`config.mk`:
```
export PLATFORM = sky130hd
export DESIGN_NAME = password_lock_controller_top_flat
export DESIGN_NICKNAME = d
export VERILOG_FILES = /design/src/hdl/plc_pkg.sv /design/src/hdl/plc_stream_if.sv /design/src/hdl/password_lock_controller_top.sv /design/src/hdl/plc_door.sv /design/src/hdl/plc_entry.sv /design/src/flat_wrapper.sv
export VERILOG_INCLUDE_DIRS = /design/src /design/src/hdl
export SDC_FILE = /design/constraint.sdc
export NUM_CORES = 1
export LEC_CHECK = 0
export CORE_ASPECT_RATIO = 0.75
export CORE_MARGIN = 2
export CORE_UTILIZATION = 58
export CTS_BUF_LIST = sky130_fd_sc_hd__clkbuf_4 sky130_fd_sc_hd__clkbuf_8 sky130_fd_sc_hd__clkbuf_16
export CTS_CLUSTER_DIAMETER = 40
export DETAILED_ROUTE_END_ITERATION = 10
export DONT_BUFFER_PORTS = 1
export PLACE_DENSITY_LB_ADDON = 0.3
export SLEW_MARGIN = 25
export SYNTH_ARGS = -nofsm -noshare
export SYNTH_HDL_FRONTEND = slang
export SYNTH_SLANG_ARGS = --single-unit
```
`constraint.sdc`:
```
create_clock -name clk -period 4.99 [get_ports clk]
set_input_delay 0.499 -clock clk [delete_from_list [all_inputs] [get_ports clk]]
set_output_delay 0.499 -clock clk [all_outputs]
set_load 0.02 [all_outputs]
```
`src/hdl/password_lock_controller_top_assert.svh`:
```
// Assertion macros shared by the lock controller modules.
// Each expects clk and rst_n in scope.
`ifndef PASSWORD_LOCK_CONTROLLER_TOP_ASSERT_SVH
`define PASSWORD_LOCK_CONTROLLER_TOP_ASSERT_SVH
`ifndef NO_ASSERTIONS
`define PLC_ASSERT(lbl, prop, msg) \
  lbl: assert property (@(posedge clk) disable iff (!rst_n) prop) else $error(msg);
`define PLC_ASSERT_NEXT(lbl, ante, cons, msg) \
  lbl: assert property (@(posedge clk) disable iff (!rst_n) (ante) |=> (cons)) else $error(msg);
`else
`define PLC_ASSERT(lbl, prop, msg)
`define PLC_ASSERT_NEXT(lbl, ante, cons, msg)
`endif
`endif

```
`src/hdl/plc_pkg.sv`:
```
`timescale 1ns / 1ps

package plc_pkg;

  localparam int CODE_LEN = 5;
  localparam int IDX_W    = (CODE_LEN > 1) ? $clog2(CODE_LEN) : 1;
  localparam logic [IDX_W-1:0] LAST_IDX = IDX_W'(CODE_LEN - 1);

  // configuration register indexes
  localparam logic [2:0] CFG_ENTER_KEY  = 3'd0;
  localparam logic [2:0] CFG_OPEN_CHC   = 3'd1;
  localparam logic [2:0] CFG_CHANGE_CHC = 3'd2;
  localparam logic [2:0] CFG_MAX_TRIALS = 3'd3;
  localparam logic [2:0] CFG_OPEN_SEC   = 3'd4;
  localparam logic [2:0] CFG_HOLD_SEC   = 3'd5;
  localparam logic [2:0] CFG_CLOSE_SEC  = 3'd6;
  localparam logic [2:0] CFG_ALARM_SEC  = 3'd7;

  localparam logic [1:0] RPL_MATCHED   = 2'd0;
  localparam logic [1:0] RPL_UNMATCHED = 2'd1;
  localparam logic [1:0] RPL_WRONG_CNF = 2'd2;
  localparam logic [1:0] RPL_EXHAUSTED = 2'd3;

  localparam logic [1:0] MOTOR_STOP = 2'd0;
  localparam logic [1:0] MOTOR_CW   = 2'd1;
  localparam logic [1:0] MOTOR_ACW  = 2'd2;

  typedef struct packed {
    logic       cmd;
    logic [7:0] rx_byte;
  } in_item_t;

  typedef struct packed {
    logic       reply_valid;
    logic [1:0] reply_code;
    logic [1:0] motor_drive;
    logic       buzzer_active;
  } out_item_t;

  typedef struct packed {
    logic [7:0] enter_key_code;
    logic [7:0] open_choice_code;
    logic [7:0] change_choice_code;
    logic [1:0] max_trials;
    logic [7:0] alarm_seconds;
  } entry_cfg_t;

  typedef struct packed {
    logic [7:0] open_seconds;
    logic [7:0] hold_seconds;
    logic [7:0] close_seconds;
  } door_cfg_t;

  typedef struct packed {
    logic       reply_valid;
    logic [1:0] reply_code;
    logic       alarm_on;
    logic       door_open;
  } entry_rsp_t;

endpackage

```
`src/hdl/plc_stream_if.sv`:
```
`timescale 1ns / 1ps

interface plc_in_if;
  logic               valid;
  logic               ready;
  plc_pkg::in_item_t  data;
  modport source (output valid, output data, input ready);
  modport sink (input valid, input data, output ready);
endinterface

interface plc_out_if;
  logic               valid;
  logic               ready;
  plc_pkg::out_item_t data;
  modport source (output valid, output data, input ready);
  modport sink (input valid, input data, output ready);
endinterface

```
`src/hdl/password_lock_controller_top.sv`:
```
`timescale 1ns / 1ps
`include "password_lock_controller_top_assert.svh"

// channel  dir  payload                                             beat
// in_s     in   cmd, rx_byte                                        valid && ready
// out_s    out  reply_valid, reply_code, motor_drive, buzzer_active valid && ready
// cfg_*    in   cfg_idx, cfg_wdata                                  cfg_we
//
// One item per cycle while out_s does not stall; each accepted beat yields one registered result beat.
// Entry, alarm and door state update at the accepting edge; the result sits in
// a single output register, so in_s.ready drops only while that register is
// full and out_s.ready is low.
// Synchronous active-low reset: password setting, door idle, defaults loaded.

module password_lock_controller_top (
  input  logic              clk,
  input  logic              rst_n,
  plc_in_if.sink            in_s,
  plc_out_if.source         out_s,
  input  logic              cfg_we,
  input  logic [2:0]        cfg_idx,
  input  logic [7:0]        cfg_wdata
);

  plc_pkg::entry_cfg_t entry_cfg_r;
  plc_pkg::door_cfg_t  door_cfg_r;
  plc_pkg::entry_rsp_t rsp;
  plc_pkg::out_item_t  out_data_r;
  logic                out_valid_r;
  logic                beat;
  logic [1:0]          motor_drive;

  assign in_s.ready = !out_valid_r || out_s.ready;
  assign beat       = in_s.valid && in_s.ready;

  always_ff @(posedge clk) begin
    if (!rst_n) begin
      entry_cfg_r.enter_key_code     <= 8'd13;
      entry_cfg_r.open_choice_code   <= 8'd43;
      entry_cfg_r.change_choice_code <= 8'd45;
      entry_cfg_r.max_trials         <= 2'd3;
      door_cfg_r.open_seconds        <= 8'd15;
      door_cfg_r.hold_seconds        <= 8'd3;
      door_cfg_r.close_seconds       <= 8'd15;
      entry_cfg_r.alarm_seconds      <= 8'd60;
    end else if (cfg_we) begin
      unique case (cfg_idx)
        plc_pkg::CFG_ENTER_KEY:  entry_cfg_r.enter_key_code     <= cfg_wdata;
        plc_pkg::CFG_OPEN_CHC:   entry_cfg_r.open_choice_code   <= cfg_wdata;
        plc_pkg::CFG_CHANGE_CHC: entry_cfg_r.change_choice_code <= cfg_wdata;
        plc_pkg::CFG_MAX_TRIALS: entry_cfg_r.max_trials         <= cfg_wdata[1:0];
        plc_pkg::CFG_OPEN_SEC:   door_cfg_r.open_seconds        <= cfg_wdata;
        plc_pkg::CFG_HOLD_SEC:   door_cfg_r.hold_seconds        <= cfg_wdata;
        plc_pkg::CFG_CLOSE_SEC:  door_cfg_r.close_seconds       <= cfg_wdata;
        plc_pkg::CFG_ALARM_SEC:  entry_cfg_r.alarm_seconds      <= cfg_wdata;
        default: begin
        end
      endcase
    end
  end

  plc_entry u_entry (
    .clk   (clk),
    .rst_n (rst_n),
    .beat  (beat),
    .item  (in_s.data),
    .cfg   (entry_cfg_r),
    .rsp   (rsp)
  );

  plc_door u_door (
    .clk         (clk),
    .rst_n       (rst_n),
    .tick        (beat && in_s.data.cmd),
    .start_open  (rsp.door_open),
    .cfg         (door_cfg_r),
    .motor_drive (motor_drive)
  );

  always_ff @(posedge clk) begin
    if (!rst_n) begin
      out_valid_r <= 1'b0;
    end else if (beat) begin
      out_valid_r <= 1'b1;
    end else if (out_s.ready) begin
      out_valid_r <= 1'b0;
    end
  end

  always_ff @(posedge clk) begin
    if (beat) begin
      out_data_r.reply_valid   <= rsp.reply_valid;
      out_data_r.reply_code    <= rsp.reply_code;
      out_data_r.motor_drive   <= motor_drive;
      out_data_r.buzzer_active <= rsp.alarm_on;
    end
  end

  assign out_s.valid = out_valid_r;
  assign out_s.data  = out_data_r;

  `PLC_ASSERT_NEXT(a_beat_gives_result, beat, out_valid_r, "accepted beat produced no result")

endmodule

```
`src/hdl/plc_door.sv`:
```
`timescale 1ns / 1ps
`include "password_lock_controller_top_assert.svh"

module plc_door (
  input  logic               clk,
  input  logic               rst_n,
  input  logic               tick,
  input  logic               start_open,
  input  plc_pkg::door_cfg_t cfg,
  output logic [1:0]         motor_drive
);

  localparam logic [1:0] D_IDLE  = 2'd0;
  localparam logic [1:0] D_OPEN  = 2'd1;
  localparam logic [1:0] D_HOLD  = 2'd2;
  localparam logic [1:0] D_CLOSE = 2'd3;

  logic [1:0] phase_r, phase_nxt;
  logic [7:0] timer_r, timer_nxt;

  always_comb begin
    phase_nxt = phase_r;
    timer_nxt = timer_r;
    if (start_open) begin
      // restarts opening even while the door is moving
      phase_nxt = D_OPEN;
      timer_nxt = cfg.open_seconds;
    end else if (tick && phase_r != D_IDLE) begin
      if (timer_r > 8'd1) begin
        timer_nxt = timer_r - 8'd1;
      end else begin
        unique case (phase_r)
          D_OPEN: begin
            phase_nxt = D_HOLD;
            timer_nxt = cfg.hold_seconds;
          end
          D_HOLD: begin
            phase_nxt = D_CLOSE;
            timer_nxt = cfg.close_seconds;
          end
          D_CLOSE: begin
            phase_nxt = D_IDLE;
            timer_nxt = 8'd0;
          end
          default: begin
            phase_nxt = D_IDLE;
          end
        endcase
      end
    end
  end

  always_comb begin
    unique case (phase_nxt)
      D_OPEN:  motor_drive = plc_pkg::MOTOR_CW;
      D_CLOSE: motor_drive = plc_pkg::MOTOR_ACW;
      default: motor_drive = plc_pkg::MOTOR_STOP;
    endcase
  end

  always_ff @(posedge clk) begin
    if (!rst_n) begin
      phase_r <= D_IDLE;
      timer_r <= 8'd0;
    end else begin
      phase_r <= phase_nxt;
      timer_r <= timer_nxt;
    end
  end

  `PLC_ASSERT_NEXT(a_open_starts, start_open, phase_r == D_OPEN, "open request did not start opening")

endmodule

```
`src/hdl/plc_entry.sv`:
```
`timescale 1ns / 1ps
`include "password_lock_controller_top_assert.svh"

module plc_entry (
  input  logic                clk,
  input  logic                rst_n,
  input  logic                beat,
  input  plc_pkg::in_item_t   item,
  input  plc_pkg::entry_cfg_t cfg,
  output plc_pkg::entry_rsp_t rsp
);

  localparam logic [3:0] M_SET1       = 4'd0;
  localparam logic [3:0] M_SET1_WAIT  = 4'd1;
  localparam logic [3:0] M_SET2       = 4'd2;
  localparam logic [3:0] M_SET2_WAIT  = 4'd3;
  localparam logic [3:0] M_MENU       = 4'd4;
  localparam logic [3:0] M_LOGIN      = 4'd5;
  localparam logic [3:0] M_LOGIN_WAIT = 4'd6;
  localparam logic [3:0] M_ALARM_MENU = 4'd7;
  localparam logic [3:0] M_ALARM_SET  = 4'd8;

  logic [3:0]               mode_r, mode_nxt;
  logic [plc_pkg::IDX_W-1:0] idx_r, idx_nxt;
  logic                     differs_r, differs_nxt;
  logic                     purpose_r, purpose_nxt;
  logic [1:0]               login_fail_r, login_fail_nxt;
  logic [1:0]               conf_fail_r, conf_fail_nxt;
  logic [7:0]               alarm_timer_r, alarm_timer_nxt;
  logic [7:0]               saved_r [plc_pkg::CODE_LEN];
  logic [7:0]               first_r [plc_pkg::CODE_LEN];

  logic       tick, byte_beat, last_digit, mismatch, is_enter;
  logic       wr_first, copy_saved;
  logic [7:0] ref_digit;
  logic [1:0] login_bump, conf_bump;

  assign tick       = beat && item.cmd;
  assign byte_beat  = beat && !item.cmd;
  assign last_digit = (idx_r == plc_pkg::LAST_IDX);
  assign ref_digit  = (mode_r == M_SET2) ? first_r[idx_r] : saved_r[idx_r];
  assign mismatch   = (ref_digit != item.rx_byte);
  assign is_enter   = (item.rx_byte == cfg.enter_key_code);
  assign login_bump = (login_fail_r == 2'd3) ? 2'd3 : login_fail_r + 2'd1;
  assign conf_bump  = (conf_fail_r == 2'd3) ? 2'd3 : conf_fail_r + 2'd1;

  always_comb begin
    mode_nxt        = mode_r;
    idx_nxt         = idx_r;
    differs_nxt     = differs_r;
    purpose_nxt     = purpose_r;
    login_fail_nxt  = login_fail_r;
    conf_fail_nxt   = conf_fail_r;
    alarm_timer_nxt = alarm_timer_r;
    wr_first        = 1'b0;
    copy_saved      = 1'b0;
    rsp             = '0;

    if (tick) begin
      if (mode_r == M_ALARM_MENU || mode_r == M_ALARM_SET) begin
        if (alarm_timer_r > 8'd1) begin
          alarm_timer_nxt = alarm_timer_r - 8'd1;
        end else begin
          alarm_timer_nxt = 8'd0;
          if (mode_r == M_ALARM_MENU) begin
            mode_nxt = M_MENU;
          end else begin
            mode_nxt    = M_SET1;
            idx_nxt     = '0;
            differs_nxt = 1'b0;
          end
        end
      end
    end else if (byte_beat) begin
      unique case (mode_r)
        M_SET1, M_SET2, M_LOGIN: begin
          // every byte is a digit here, the enter key included
          wr_first = (mode_r == M_SET1);
          if (mode_r != M_SET1 && mismatch) differs_nxt = 1'b1;
          if (last_digit) begin
            idx_nxt  = '0;
            mode_nxt = mode_r + 4'd1;
          end else begin
            idx_nxt = idx_r + plc_pkg::IDX_W'(1);
          end
        end
        M_SET1_WAIT: begin
          if (is_enter) begin
            mode_nxt    = M_SET2;
            idx_nxt     = '0;
            differs_nxt = 1'b0;
          end
        end
        M_SET2_WAIT: begin
          if (is_enter) begin
            rsp.reply_valid = 1'b1;
            if (!differs_r) begin
              rsp.reply_code = plc_pkg::RPL_MATCHED;
              copy_saved     = 1'b1;
              conf_fail_nxt  = 2'd0;
              mode_nxt       = M_MENU;
            end else begin
              conf_fail_nxt = conf_bump;
              if (conf_bump >= cfg.max_trials) begin
                rsp.reply_code  = plc_pkg::RPL_EXHAUSTED;
                mode_nxt        = M_ALARM_SET;
                alarm_timer_nxt = cfg.alarm_seconds;
              end else begin
                rsp.reply_code = plc_pkg::RPL_WRONG_CNF;
                mode_nxt       = M_SET1;
                idx_nxt        = '0;
                differs_nxt    = 1'b0;
              end
            end
          end
        end
        M_MENU: begin
          // open wins when both choice codes are equal
          if (item.rx_byte == cfg.open_choice_code) begin
            purpose_nxt = 1'b0;
            mode_nxt    = M_LOGIN;
            idx_nxt     = '0;
            differs_nxt = 1'b0;
          end else if (item.rx_byte == cfg.change_choice_code) begin
            purpose_nxt = 1'b1;
            mode_nxt    = M_LOGIN;
            idx_nxt     = '0;
            differs_nxt = 1'b0;
          end
        end
        M_LOGIN_WAIT: begin
          if (is_enter) begin
            rsp.reply_valid = 1'b1;
            if (!differs_r) begin
              rsp.reply_code = plc_pkg::RPL_MATCHED;
              login_fail_nxt = 2'd0;
              if (!purpose_r) begin
                rsp.door_open = 1'b1;
                mode_nxt      = M_MENU;
              end else begin
                mode_nxt    = M_SET1;
                idx_nxt     = '0;
                differs_nxt = 1'b0;
              end
            end else if (login_bump >= cfg.max_trials) begin
              rsp.reply_code  = plc_pkg::RPL_EXHAUSTED;
              login_fail_nxt  = 2'd0;
              mode_nxt        = M_ALARM_MENU;
              alarm_timer_nxt = cfg.alarm_seconds;
            end else begin
              rsp.reply_code = plc_pkg::RPL_UNMATCHED;
              login_fail_nxt = login_bump;
              mode_nxt       = M_MENU;
            end
          end
        end
        default: begin
          // alarm modes and unused codes ignore bytes
        end
      endcase
    end

    rsp.alarm_on = (mode_nxt == M_ALARM_MENU || mode_nxt == M_ALARM_SET);
  end

  always_ff @(posedge clk) begin
    if (!rst_n) begin
      mode_r        <= M_SET1;
      idx_r         <= '0;
      differs_r     <= 1'b0;
      purpose_r     <= 1'b0;
      login_fail_r  <= 2'd0;
      conf_fail_r   <= 2'd0;
      alarm_timer_r <= 8'd0;
    end else begin
      mode_r        <= mode_nxt;
      idx_r         <= idx_nxt;
      differs_r     <= differs_nxt;
      purpose_r     <= purpose_nxt;
      login_fail_r  <= login_fail_nxt;
      conf_fail_r   <= conf_fail_nxt;
      alarm_timer_r <= alarm_timer_nxt;
    end
  end

  // code stores: no reset, contents undefined until written
  always_ff @(posedge clk) begin
    if (wr_first) first_r[idx_r] <= item.rx_byte;
    if (copy_saved) saved_r <= first_r;
  end

  `PLC_ASSERT(a_idx_range, idx_r <= plc_pkg::LAST_IDX, "digit index past code length")
  `PLC_ASSERT(a_reply_on_byte, !(rsp.reply_valid && !byte_beat), "reply without a byte beat")
  `PLC_ASSERT_NEXT(a_alarm_ignores_bytes,
    byte_beat && (mode_r == M_ALARM_MENU || mode_r == M_ALARM_SET),
    $stable(mode_r) && $stable(alarm_timer_r), "byte disturbed the alarm")

endmodule
```
`src/flat_wrapper.sv`:
```
// flat-port wrapper written by rule: the top's interface ports become plain ports
module password_lock_controller_top_flat 
  (clk, rst_n, cfg_we, cfg_idx, cfg_wdata, in_s_valid, in_s_data, in_s_ready, out_s_valid, out_s_data, out_s_ready);
  plc_in_if in_s_i ();
  plc_out_if out_s_i ();
  input  logic clk;
  input  logic rst_n;
  input  logic cfg_we;
  input  logic [2:0] cfg_idx;
  input  logic [7:0] cfg_wdata;
  input wire logic [$bits(in_s_i.valid)-1:0] in_s_valid;
  input wire logic [$bits(in_s_i.data)-1:0] in_s_data;
  output wire logic [$bits(in_s_i.ready)-1:0] in_s_ready;
  output wire logic [$bits(out_s_i.valid)-1:0] out_s_valid;
  output wire logic [$bits(out_s_i.data)-1:0] out_s_data;
  input wire logic [$bits(out_s_i.ready)-1:0] out_s_ready;
  assign in_s_i.valid = in_s_valid;
  assign in_s_i.data = in_s_data;
  assign in_s_ready = in_s_i.ready;
  assign out_s_valid = out_s_i.valid;
  assign out_s_data = out_s_i.data;
  assign out_s_i.ready = out_s_ready;
  password_lock_controller_top u_core (.clk(clk), .rst_n(rst_n), .in_s(in_s_i), .out_s(out_s_i), .cfg_we(cfg_we), .cfg_idx(cfg_idx), .cfg_wdata(cfg_wdata));
endmodule
```
==> Word level (Yosys, flattened, before mapping) <==
Index checks and enable logic that the tools add are counted.
{ "totals": {"elab_cells": 238, "reg_bits": 176, "output_inout_bits": 8, "input_bits": 25} }
{ "classes": {"n_bitwise": 3, "eq_ne": 44, "order_cmp": 6, "add_sub_neg": 6, "mux": 108, "n_reduce_logical": 39} }
{ "op_table": {"columns": ["operator", "n"], "rows": [
  ["8-bit 2-to-1 mux", 19],
  ["3-bit 2-to-1 mux", 19],
  ["4-bit 2-to-1 mux", 13],
  ["8-bit binary-select mux with 3-bit select", 2],
  ["40-bit bitwise mux", 1],
  ["1-bit 2-to-1 mux", 33],
  ["3-bit != test, second input constant", 11],
  ["8-bit demux with 3-bit select", 1],
  ["8-bit == test", 3],
  ["2-bit 2-to-1 mux", 12],
  ["8-bit case mux with 3 select lines", 1],
  ["4-bit by 3-bit == test with 1-bit output, second input constant", 5],
  ["4-bit case mux with 5 select lines", 1],
  ["2-bit AND reduction", 9],
  ["8-bit by 1-bit > comparator with 1-bit output, second input constant", 2],
  ["8-bit case mux with 2 select lines", 1],
  ["8-bit by 1-bit subtractor with 8-bit output, second input constant", 2],
  ["3-bit == test, second input constant", 5],
  ["3-bit case mux with 5 select lines", 1],
  ["13-bit AND reduction", 1],
  ["4-bit AND reduction", 3],
  ["2-bit == test, second input constant", 5],
  ["10-bit AND reduction", 1],
  ["2-bit nonzero test", 5],
  ["33 further kinds", 50]
]} }

==> Logic depth before layout (Yosys ltp) <==
{ "logic_depth": {"depth_word": 11, "depth_mapped": 11, "depth_no_buf": 9} }

==> Cells and area by module <==
A second synthesis with hierarchy kept.
{ "hier_totals": {"cells_unflattened": 805, "hier_area_um2": 8715.9} }
{ "modules_own_cells": {"columns": ["mod", "seq_area_each_um2", "instances", "cells_each", "area_each_um2"], "rows": [
  ["plc_entry", 2822.7, 1, 460, 5276.3],
  ["password_lock_controller_top", 1361.3, 1, 227, 2518.7],
  ["plc_door", 200.2, 1, 118, 920.9]
]} }

==> Least setup slack after synthesis <==
No wires, ideal clock.
{ "synth_path": {"path_type": "input-to-reg", "start": "input in_s_data[0]", "end": "register u_core.u_entry.saved_r[0] in the netlist's numbering (enable)", "required_ns": 4.503, "setup_ns": 0.487, "arrival_time_ns": 4.383, "setup_slack_ns": 0.120, "cell_stages": 6, "path_buffers": 1, "path_cell_list": "clkbuf_1 xnor2_1 nand4_1 nor2_1 nand3_1 nor3_1"} }
{ "synth_via": {"elab_chain_cells": 5} }
{ "synth_rtl": {"columns": ["element", "line", "rtl"], "rows": [
  ["from (decl)", "flat_wrapper.sv:12", "input wire logic [$bits(in_s_i.data)-1:0] in_s_data;"],
  ["8-bit == test", "plc_entry.sv:43", "assign is_enter = (item.rx_byte == cfg.enter_key_code);"],
  ["1-bit 2-to-1 mux", "plc_entry.sv:95", "if (is_enter) begin"],
  ["1-bit 2-to-1 mux", "plc_entry.sv:75", "unique case (mode_r)"],
  ["1-bit 2-to-1 mux", "plc_entry.sv:74", "end else if (byte_beat) begin"],
  ["1-bit 2-to-1 mux", "plc_entry.sv:59", "if (tick) begin"],
  ["named net u_core.u_entry.copy_saved", "plc_entry.sv:34", "logic wr_first, copy_saved;"],
  ["to (signal assigned)", "plc_entry.sv:189", "if (copy_saved) saved_r <= first_r;"],
  ["to (decl)", "plc_entry.sv:30", "logic [7:0] saved_r [plc_pkg::CODE_LEN];"]
]} }
The timed path passes the listed nets, and every way through them passes these cells.
A chain may end at the register's enable or synchronous reset.

==> Worst setup path in the final report <==
{ "layout_path": {"start": "register u_core.u_entry.mode_r[1]", "end": "register u_core.u_entry.differs_r"} }
{ "layout_via": {"elab_chain_cells": 6, "elab_cells_between_ends": 27, "cone_classes": "16 x eq/ne; 4 x mux; 7 x reduce/logical"} }
{ "layout_rtl": {"columns": ["element", "line", "rtl"], "rows": [
  ["from (decl)", "plc_entry.sv:23", "logic [3:0] mode_r, mode_nxt;"],
  ["from (signal assigned)", "plc_entry.sv:176", "mode_r <= mode_nxt;"],
  ["4-bit by 2-bit == test with 1-bit output", "plc_entry.sv:41, plc_entry.sv:75", null],
  ["8-bit 2-to-1 mux", "plc_entry.sv:41", "assign ref_digit = (mode_r == M_SET2) ? first_r[idx_r] : saved_r[idx_r];"],
  ["8-bit != test", "plc_entry.sv:42", "assign mismatch = (ref_digit != item.rx_byte);"],
  ["1-bit logical AND", "plc_entry.sv:79", "if (mode_r != M_SET1 && mismatch) differs_nxt = 1'b1;"],
  ["3-bit != test (no line)", null, null],
  ["10-bit AND reduction (no line)", null, null],
  ["to (signal assigned)", "plc_entry.sv:178", "differs_r <= differs_nxt;"],
  ["to (decl)", "plc_entry.sv:25", "logic differs_r, differs_nxt;"]
]} }
Several ways; a longest one is shown, not always the timed one. The select of a mux whose other input is x is not followed.

==> reports/metrics.csv <==
metric,value,unit
crit_fanout,15,
status,"finished, final reports clean",
worst_slew_pin_slew,0.942,ns
grt_util_all_layers,0.282,
floorplan.die_area,15600,um2
via_count_of_the_first_global_routing_pass,6218,
synth_top_cell_area_share,0.304,
synth.yosys.seq_area_share,0.517,
insertedDiodeCount,0,
grt-busiest-layer,met1,
p_leak,3.24,nW
post_synth_most_frequent_cells,"142 x nand2_1, 90 x dfxtp_1, 86 x edfxtp_1",
tritoncts,yes,
numCtsBuffers,17,
route.final.wire_length,21200,um
grt.met2_usage,0.405,
area.growth.synth_to_final,8.68,%
clock_tree.htree_level_count,4,
core-area,14400,um2
cts.repair_timing.setup_buffer_count,0,
min_path_type,primary input to flop,
postSynth.topFlopCell,dfxtp_1,
slew_violations,0,
drt_pass1_iterations,5,
timing.hold.ws,0.138,ns
drc,0,
setup_crit_start_kind,flop,
rrSetupSlack,1.94,ns
synth_top_cell_by_area,edfxtp_1,
io_pins,33,
worst_clock_skew,0.0123,ns
timing_worst_setup_path_type,flop to flop,
ctsLongestPathBuffers,2,
cts_hold_buffers,0,
drt.antenna.violating_nets,0,
dp.final_hpwl,14500,um
floorplan.initialDensity,0.589,
die_w,144,um
use_met1,0.420,
grt_first_pass_wirelength,33400,um
placement_rows,38,
grt_start_max_net_pins,41,
syn_area_per_cell,9.95,um2
synth-edff-count,86,
grt_use_met3,0.0685,
reg2reg_depth,8,
finalHoldViolations,0,
drt_iter0_markers,848,
design_power_total,0.00304,W
max-vdd-ir-drop,0.000293,V
post_cts_resized,0,
setup_repair_after_global_routing_missed_its_margin,false,
slew_headroom,0.367,
worst_hold_path.endpoint,u_core.entry_cfg_r[8]$_SDFFE_PN1P_,
max-cap-violations,0,
critical_path_required,5.34,ns
drive_gt1_frac,0.0780,
detailroute.via_count,6656,
tns_setup,0,ns
grt.overflow.total,0,
min_path_cells,1,
power_per_cell_area,330,nW/um2
post_synthesis_net_count,896,
post_synth_main_area_contributors,"edfxtp_1 30%, dfxtp_1 21%, nand2_1 6.3%",
routabilityCongestion,0.946,
vias_per_cell,6.36,
yosysMostFrequentCell,nand2_1,
timing.critical_path.to_type,flop,
synth_async_sr_flop_share,0,
hold_start,rst_n,
synth_seq_cells,176,
die_height,109,um
nNetsFinal,876,
reg_to_reg_startpoint,u_core.u_entry.mode_r[1]$_SDFF_PN0_,
fin_crit,3.05,ns
critical_path_arrival,3.39,ns
timing.fmax,328,MHz
root_buffer,clkbuf_16,
clock_sink_count,176,
synth_area,8490,um2
setup-violations-final,0,
clock_latency_reported_for_the_late_side_of_the_worst_skew_pair,0.45,ns
worst_setup_hold_path_clk_slew,0.07,ns
r2r_end,u_core.u_entry.differs_r$_SDFFE_PN0P_,
post_synth_inst_count,853,
route.detailed.wl_per_inst,20.3,um
synth.lib_cells_used.distinct,67,
ys.warnings.count,0,
number_of_antenna_violations_at_the_first_check_in_global_routing,0,
min_period_over_period,0.610,
place.port_buffers,0,
[worst max path at each step]
stage / startpoint / end / slack, ns / cells past startpoint
2_1_floorplan: in_s_data[0] / u_core.u_entry.saved_r[0]$_DFFE_PP_ / 0.12 / 6
3_3_place_gp: out_s_ready / u_core.u_entry.first_r[0]$_DFFE_PP_ / 1.58 / 4
3_5_place_dp: u_core.u_entry.mode_r[1]$_SDFF_PN0_ / u_core.u_entry.alarm_timer_r[5]$_SDFFE_PN0P_ / 1.78 / 7
4_1_cts: u_core.u_entry.mode_r[1]$_SDFF_PN0_ / u_core.u_entry.alarm_timer_r[5]$_SDFFE_PN0P_ / 1.77 / 7
5_1_grt: u_core.u_entry.mode_r[1]$_SDFF_PN0_ / u_core.u_entry.differs_r$_SDFFE_PN0P_ / 1.80 / 8
6_report: u_core.u_entry.mode_r[1]$_SDFF_PN0_ / u_core.u_entry.differs_r$_SDFFE_PN0P_ / 1.94 / 8
[layer usage]
layer / vias up / share of wire
met5: - / 0
met1: 3247 / 0.46
met2: 305 / 0.44
met4: 0 / 0.018
li1: 3068 / -
met3: 36 / 0.085
[worst max-delay path, stage by stage (launching register included)]
cell,delay (ns)
dfxtp_1,0.49
ha_1,0.37
or3b_2,0.70
mux4_2,0.38
a32oi_1,0.23
xnor2_1,0.12
nor3_1,0.26
nand4_1,0.14
a221oi_1,0.26
[cell type report]
type | count | area (um2)
clock buffer | 18 | 439
clock inverter | 14 | 163
fill | 1126 | 5180
inverter | 33 | 124
multi-input combinational | 597 | 3800
sequential | 176 | 4380
tap | 200 | 250
timing repair buffer | 8 | 60.1
[cell usage in the layout, fill, tap and decap left out, types with 8 or more instances in the layout]
cell,n
a211oi_1,22
dfxtp_1,90
o221ai_1,17
edfxtp_1,86
a21oi_1,67
ha_1,18
nand2b_1,11
nor3_1,20
a32oi_1,9
clkbuf_16,17
nand4_1,11
nand2_1,142
nor2_1,45
nor3b_1,9
nand3_1,41
inv_1,32
nor2b_1,10
buf_4,8
mux2i_1,23
xnor2_1,37
[power breakdown]
part | switching, W | leakage (nW) | internal (W)
Sequential | 0.0000191 | 1.51 | 0.00153
Clock | 0.000646 | 0.290 | 0.000688
Combinational | 0.0000944 | 1.44 | 0.0000601
[logic make-up after synthesis]
logic type,share of synthesized area
AOI/OAI and AO/OA,0.140
xor gates and xnor gates,0.0392
and+or+nand+nor,0.191
adders and majority gates,0.0265
muxes,0.0484
buffers and inverters,0.0380
DFF,0.517
[state kept, by name (all words and copies together), names as in the netlist]
register and flops:
u_core.u_entry.first_r 40, u_core.u_entry.mode_r 4, u_core.door_cfg_r 24, u_core.u_entry.conf_fail_r 2, u_core.u_door.phase_r 2, u_core.u_entry.saved_r 40, u_core.u_door.timer_r 8, u_core.u_entry.purpose_r 1
u_core.out_s.data 6, u_core.u_entry.login_fail_r 2, u_core.u_entry.differs_r 1, u_core.u_entry.alarm_timer_r 8, u_core.entry_cfg_r 34, u_core.out_s.valid 1, u_core.u_entry.idx_r 3
[metrics by stage]
step | cells | setup slack, ns | utilization | instance area, um2
floorplan | 853 | 0.120 | - | 8490
detailed placement | 1014 | 1.78 | 0.598 | 8610
global placement | 1013 | 1.58 | 0.597 | 8600
finish | 1046 | 1.94 | 0.640 | 9220
global route | 1046 | 1.80 | 0.640 | 9220
CTS | 1046 | 1.77 | 0.640 | 9220
Note: power is estimated with default switching activity, not from simulation.
